## src/rtl/core/ffpa_pkg.sv

```systemverilog
// Package: shared types and constants for the first-fit page allocator.
package ffpa_pkg;

    localparam int unsigned ADDR_W  = 32;
    localparam int unsigned IDX_W   = 10;
    localparam int unsigned CNT_W   = 11;
    localparam int unsigned CFG_W   = 32;
    localparam int unsigned CFG_IDX_W = 1;

    localparam logic [CFG_IDX_W-1:0] REG_BASE_ADDRESS   = 1'b0;
    localparam logic [CFG_IDX_W-1:0] REG_ENTRIES_IN_USE = 1'b1;

    localparam logic FUNC_ALLOC = 1'b0;
    localparam logic FUNC_CLEAR = 1'b1;

    // Map entry bits: taken, first of run, has next.
    localparam logic [2:0] MARK_TAKEN = 3'b001;
    localparam logic [2:0] MARK_FIRST = 3'b010;
    localparam logic [2:0] MARK_NEXT  = 3'b100;

    typedef enum logic [2:0] {
        ST_IDLE,
        ST_SCAN,
        ST_MARK,
        ST_DONE
    } ctl_state_t;

    // Command broadcast from the controller to every cell.
    typedef struct packed {
        logic clear;   // free every entry
        logic shift;   // rotate entries one place toward cell zero
    } cell_cmd_t;

    typedef struct packed {
        logic [ADDR_W-1:0] request_bytes;
        logic              func;
    } req_t;

    typedef struct packed {
        logic              granted;
        logic [IDX_W-1:0]  start_index;
        logic [ADDR_W-1:0] grant_address;
        logic [CNT_W-1:0]  pages_taken;
    } rsp_t;

endpackage

```

## src/rtl/core/ffpa_cell.sv

```systemverilog
// Module: one map entry of the rotating page chain.
module ffpa_cell
    import ffpa_pkg::*;
(
    input  logic       clk,
    input  logic       rst_n,
    input  cell_cmd_t  cmd,
    input  logic [2:0] from_next,
    input  logic       load_mark,
    input  logic [2:0] mark_val,
    output logic [2:0] entry
);
    logic [2:0] entry_reg;
    logic [2:0] entry_next;

    always_comb
    begin
        entry_next = entry_reg;
        if (cmd.clear)
            entry_next = '0;
        else if (cmd.shift)
            entry_next = load_mark ? mark_val : from_next;
    end

    always_ff @(posedge clk or negedge rst_n)
    begin
        if (!rst_n)
            entry_reg <= '0;
        else
            entry_reg <= entry_next;
    end

    assign entry = entry_reg;
endmodule
```

## config.mk

```make
export PLATFORM = sky130hd
export DESIGN_NAME = ffpa_cell
export DESIGN_NICKNAME = d
export VERILOG_FILES = /design/src/rtl/core/ffpa_pkg.sv /design/src/rtl/core/ffpa_cell.sv
export SDC_FILE = /design/constraint.sdc
export NUM_CORES = 1
export LEC_CHECK = 0
export BUFFER_PORTS_ARGS = -buffer_cell sky130_fd_sc_hd__clkbuf_2
export CORE_AREA = 2 2 39 41
export CTS_CLUSTER_DIAMETER = 60
export DETAILED_ROUTE_END_ITERATION = 10
export DIE_AREA = 0 0 41 43
export PLACE_DENSITY = 0.33
export SETUP_SLACK_MARGIN = 0.5
export SLEW_MARGIN = 20
export SYNTH_ARGS = -nofsm -noshare
export SYNTH_HDL_FRONTEND = slang
export SYNTH_SLANG_ARGS = --single-unit
```

## constraint.sdc

```tcl
create_clock -name clk -period 0.8 [get_ports clk]
set_clock_uncertainty 0.15 [all_clocks]
set_input_delay 0.04 -clock clk [delete_from_list [all_inputs] [get_ports clk]]
set_output_delay 0.04 -clock clk [all_outputs]
set_load 0.03 [all_outputs]
```

After elaboration in Yosys (flattened, before gate mapping) --
Cells that the tools add are included.
Cells by class: reduce and logical (&&, ||, !) cells 1, mux-type cells 3
Operator list (number):
- $mux W3 | 3
- $reduce_bool A2 Y1 | 1
Storage, ports and cells: register bits after elaboration 3, output and inout bits 3, bits of input ports 11, word-level logic and storage cells 5

Logic depth before layout (Yosys ltp) --
depth in word-level cells 3, depth in mapped cells 2, gate-level depth less buffers 2

Worst setup path before layout --
No wires, ideal clock.
kind reg-to-reg, start point register entry[0] (netlist name), end point register entry_reg[0] (netlist: entry[0]), clock period less this slack 0.982 ns, buffers on the path 0, slack -0.182 ns, data required time 0.556 ns, arrival 0.738 ns, setup time 0.094 ns, cell stages (with the launch flop) 3, cells stage by stage dfrtp_1 > nor2_1 > a211oi_1
RTL lines:
- to (signal assigned) | RTL line ffpa_cell.sv:30 | entry_reg <= entry_next;
- to (decl) | RTL line ffpa_cell.sv:13 | logic [2:0] entry_reg;

Final worst setup path --
start point register entry_reg[2] (netlist: entry[2]), end point output entry[2]
RTL lines:
- to (decl) | RTL line ffpa_cell.sv:11 | output logic [2:0] entry
No word-level cell between the ends.

==> impl_results.md <==
- Sequential-to-total area share from yosys stat: 54.05%
- Clock buffer depth: 2
- Max FFs per register: 3
- Num rows: 14
- Tcrit/Tclk final: 120.4%
- Post-route DRC: 0
- Pin count of the biggest net entering global routing: 7
- Vias in the first global route: 166
- Syn_nets: 23
- DR vias: 163
- Synth Instances: 12
- Routed len/inst: 8.848 µm
- Synth Warn #: 0
- Crit path max-delay cell type: dfrtp_2
- Reg2reg setup slack: -0.12 ns
- Syn_area_per_cell: 11.57 µm²
- Antenna violations before repair: 0
- Ports: 14
- I/O Buffers: 13
- CTS H-tree lvls: 1
- Commonest cells in the netlist: a211oi_1 (3), dfrtp_1 (3), mux2i_1 (3), nor2_1 (3)
- Post-synthesis async set-or-reset flop share: 100.0%
- Final count of pins violating max slew: 0
- Run status: finished with violations
- R2R depth: 3
- Crit path kind: reg -> out
- R2R Path Start: entry[2]
- Final setup vio count: 6
- Max cap viols: 0
- Slew of the pin with the lowest slew margin: 0.1911 ns
- Unrepaired setup endpoints after global routing: true
- Leakage: 0.1449 nW
- Worst VDD drop: 0.3877 mV
- Die area: 1763 µm²
- GRT Overall Usage: 5.221%
- Cell Area, Synth: 138.9 µm²
- CP Launch Type: register
- Starting Density: 10.04%
- Clock latency on the worst-skew pair: 0.23 ns
- CP cell instances: buf_8
- Worst Path Buf+Inv: 1
- Initial detailed-routing violation count: 1
- WL final: 407 µm
- Die Ht: 43 µm
- Crit. path cell count: 1
- Final std cells w/o fill: 46
- Overflow after GRT: 0
- CP required: 0.61 ns
- Most area-consuming cells after synthesis: dfrtp_1 (54%), mux2i_1 (22%), a211oi_1 (16%)
- Number of flops mapped to enable cells by yosys: 0
- WP data arrival: 0.77 ns
- CP top delay family: flip-flops
- Clock transition at path regs: 0.04 ns
- Fin crit period: 0.9629 ns
- Hold Vio Cnt, Final: 6
- Routed vias/inst: 3.543
- Area of the core: 1384 µm²
- Fmax: 1039 MHz
- P&R area growth vs syn: 111.7%
- Num CTS Buffers: 3
- Clk root buf: clkbuf_4
- Inst Count DP: 41
- Worst hold path class: in -> async
- Synth area leader: dfrtp_1
- Worst setup margin: -0.1629 ns
- Setup crit end: entry[2]
- Routability cong.: 0.5318
- Final ANT Viol Nets: 0
- Crit-path max FO: 2
- PD cells: 1887 nW/µm²
- Fin util: 21.25%
- Setup crit start: entry[2]
- Layout cells sized above 1: 70.00%
- Global-route wire length before repair: 565 µm
- Slew HR: 87.18%
- Antenna cells: 0
- TritonCTS clock tree: done
- Synth Register Bits: 3
- Worst setup EP type: primary output
- DP HPWL: 340.5 µm
- Failing checks: hold timing, setup timing
- Final setup TNS: -0.6787 ns
- DR pass1 iterations: 2
- Yosys top cell area share: 54.05%
- R2R Path End: entry[2]
- Synth unique cells: 4
- Final hold slack: -0.5534 ns
- Ys flop type: dfrtp_1
- Num Clock Sinks: 3
- Layout Nets: 42
- DIE WIDTH: 41 µm
- Final total power: 0.5548 mW
- Crit path largest cell delay: 0.40 ns
-- through the flow --
step	setup WS, ns	instance area [µm²]
5_1_grt	-0.1850	294.0
6_report	-0.1629	294.0
2_1_floorplan	-0.07504	142.6
3_5_place_dp	-0.01923	227.7
4_1_cts	-0.1882	287.8
3_3_place_gp	-0.002145	227.7
-- layer usage --
metal	up-vias	GRT usage, %	part of all wire [%]
li1	80	-	-
met2	14	6.250	43
met3	0	1.571	14
met5	-	0	0
met4	0	6.000	0
met1	69	6.431	42
-- worst min-delay path by stage --
stage           from       end  slack (ns)  depth (start not counted)
6_report       rst_n  entry[0]       -0.55                          1
5_1_grt        rst_n  entry[2]       -0.55                          1
4_1_cts        rst_n  entry[0]       -0.56                          1
3_5_place_dp   rst_n  entry[1]       -0.31                          1
3_3_place_gp   rst_n  entry[0]       -0.31                          1
2_1_floorplan  rst_n  entry[0]       -0.41                          0
-- report_power, final --
| part | switching [mW] | internal, mW |
|---|---|---|
| registers | 0.00919 | 0.165 |
| clock network | 0.0761 | 0.187 |
| logic | 0.0539 | 0.0635 |
| total | 0.139 | 0.416 |
-- what timing repair did --
action,CTS,global route
gates resized for setup,6,4
endpoints found under the setup margin,6,6
buffers inserted,1,0
hold endpoints to repair,6,6
pin swaps,1,0
-- cell type report --
type	instances	area, µm²
sequential	3	78.83
timing repair buffer	14	102.6
clock buffer	4	26.28
fill	155	1090
multi-input combinational	9	66.31
tap	16	20.02
-- cells by family after synthesis --
kind of cell | Yosys count | synth area share [%]
muxes | 3 | 21.62
DFF | 3 | 54.05
AOI/OAI and AO/OA | 3 | 16.22
and+or+nand+nor | 3 | 8.108
-- cell usage in the layout (no fill, tap or decap), drive strengths merged --
| cell | instances |
|---|---|
| nor2 | 3 |
| a211oi | 3 |
| clkbuf | 14 |
| mux2i | 3 |
| dfrtp | 3 |
| buf | 4 |
Note: power is estimated with default switching activity, not from simulation.
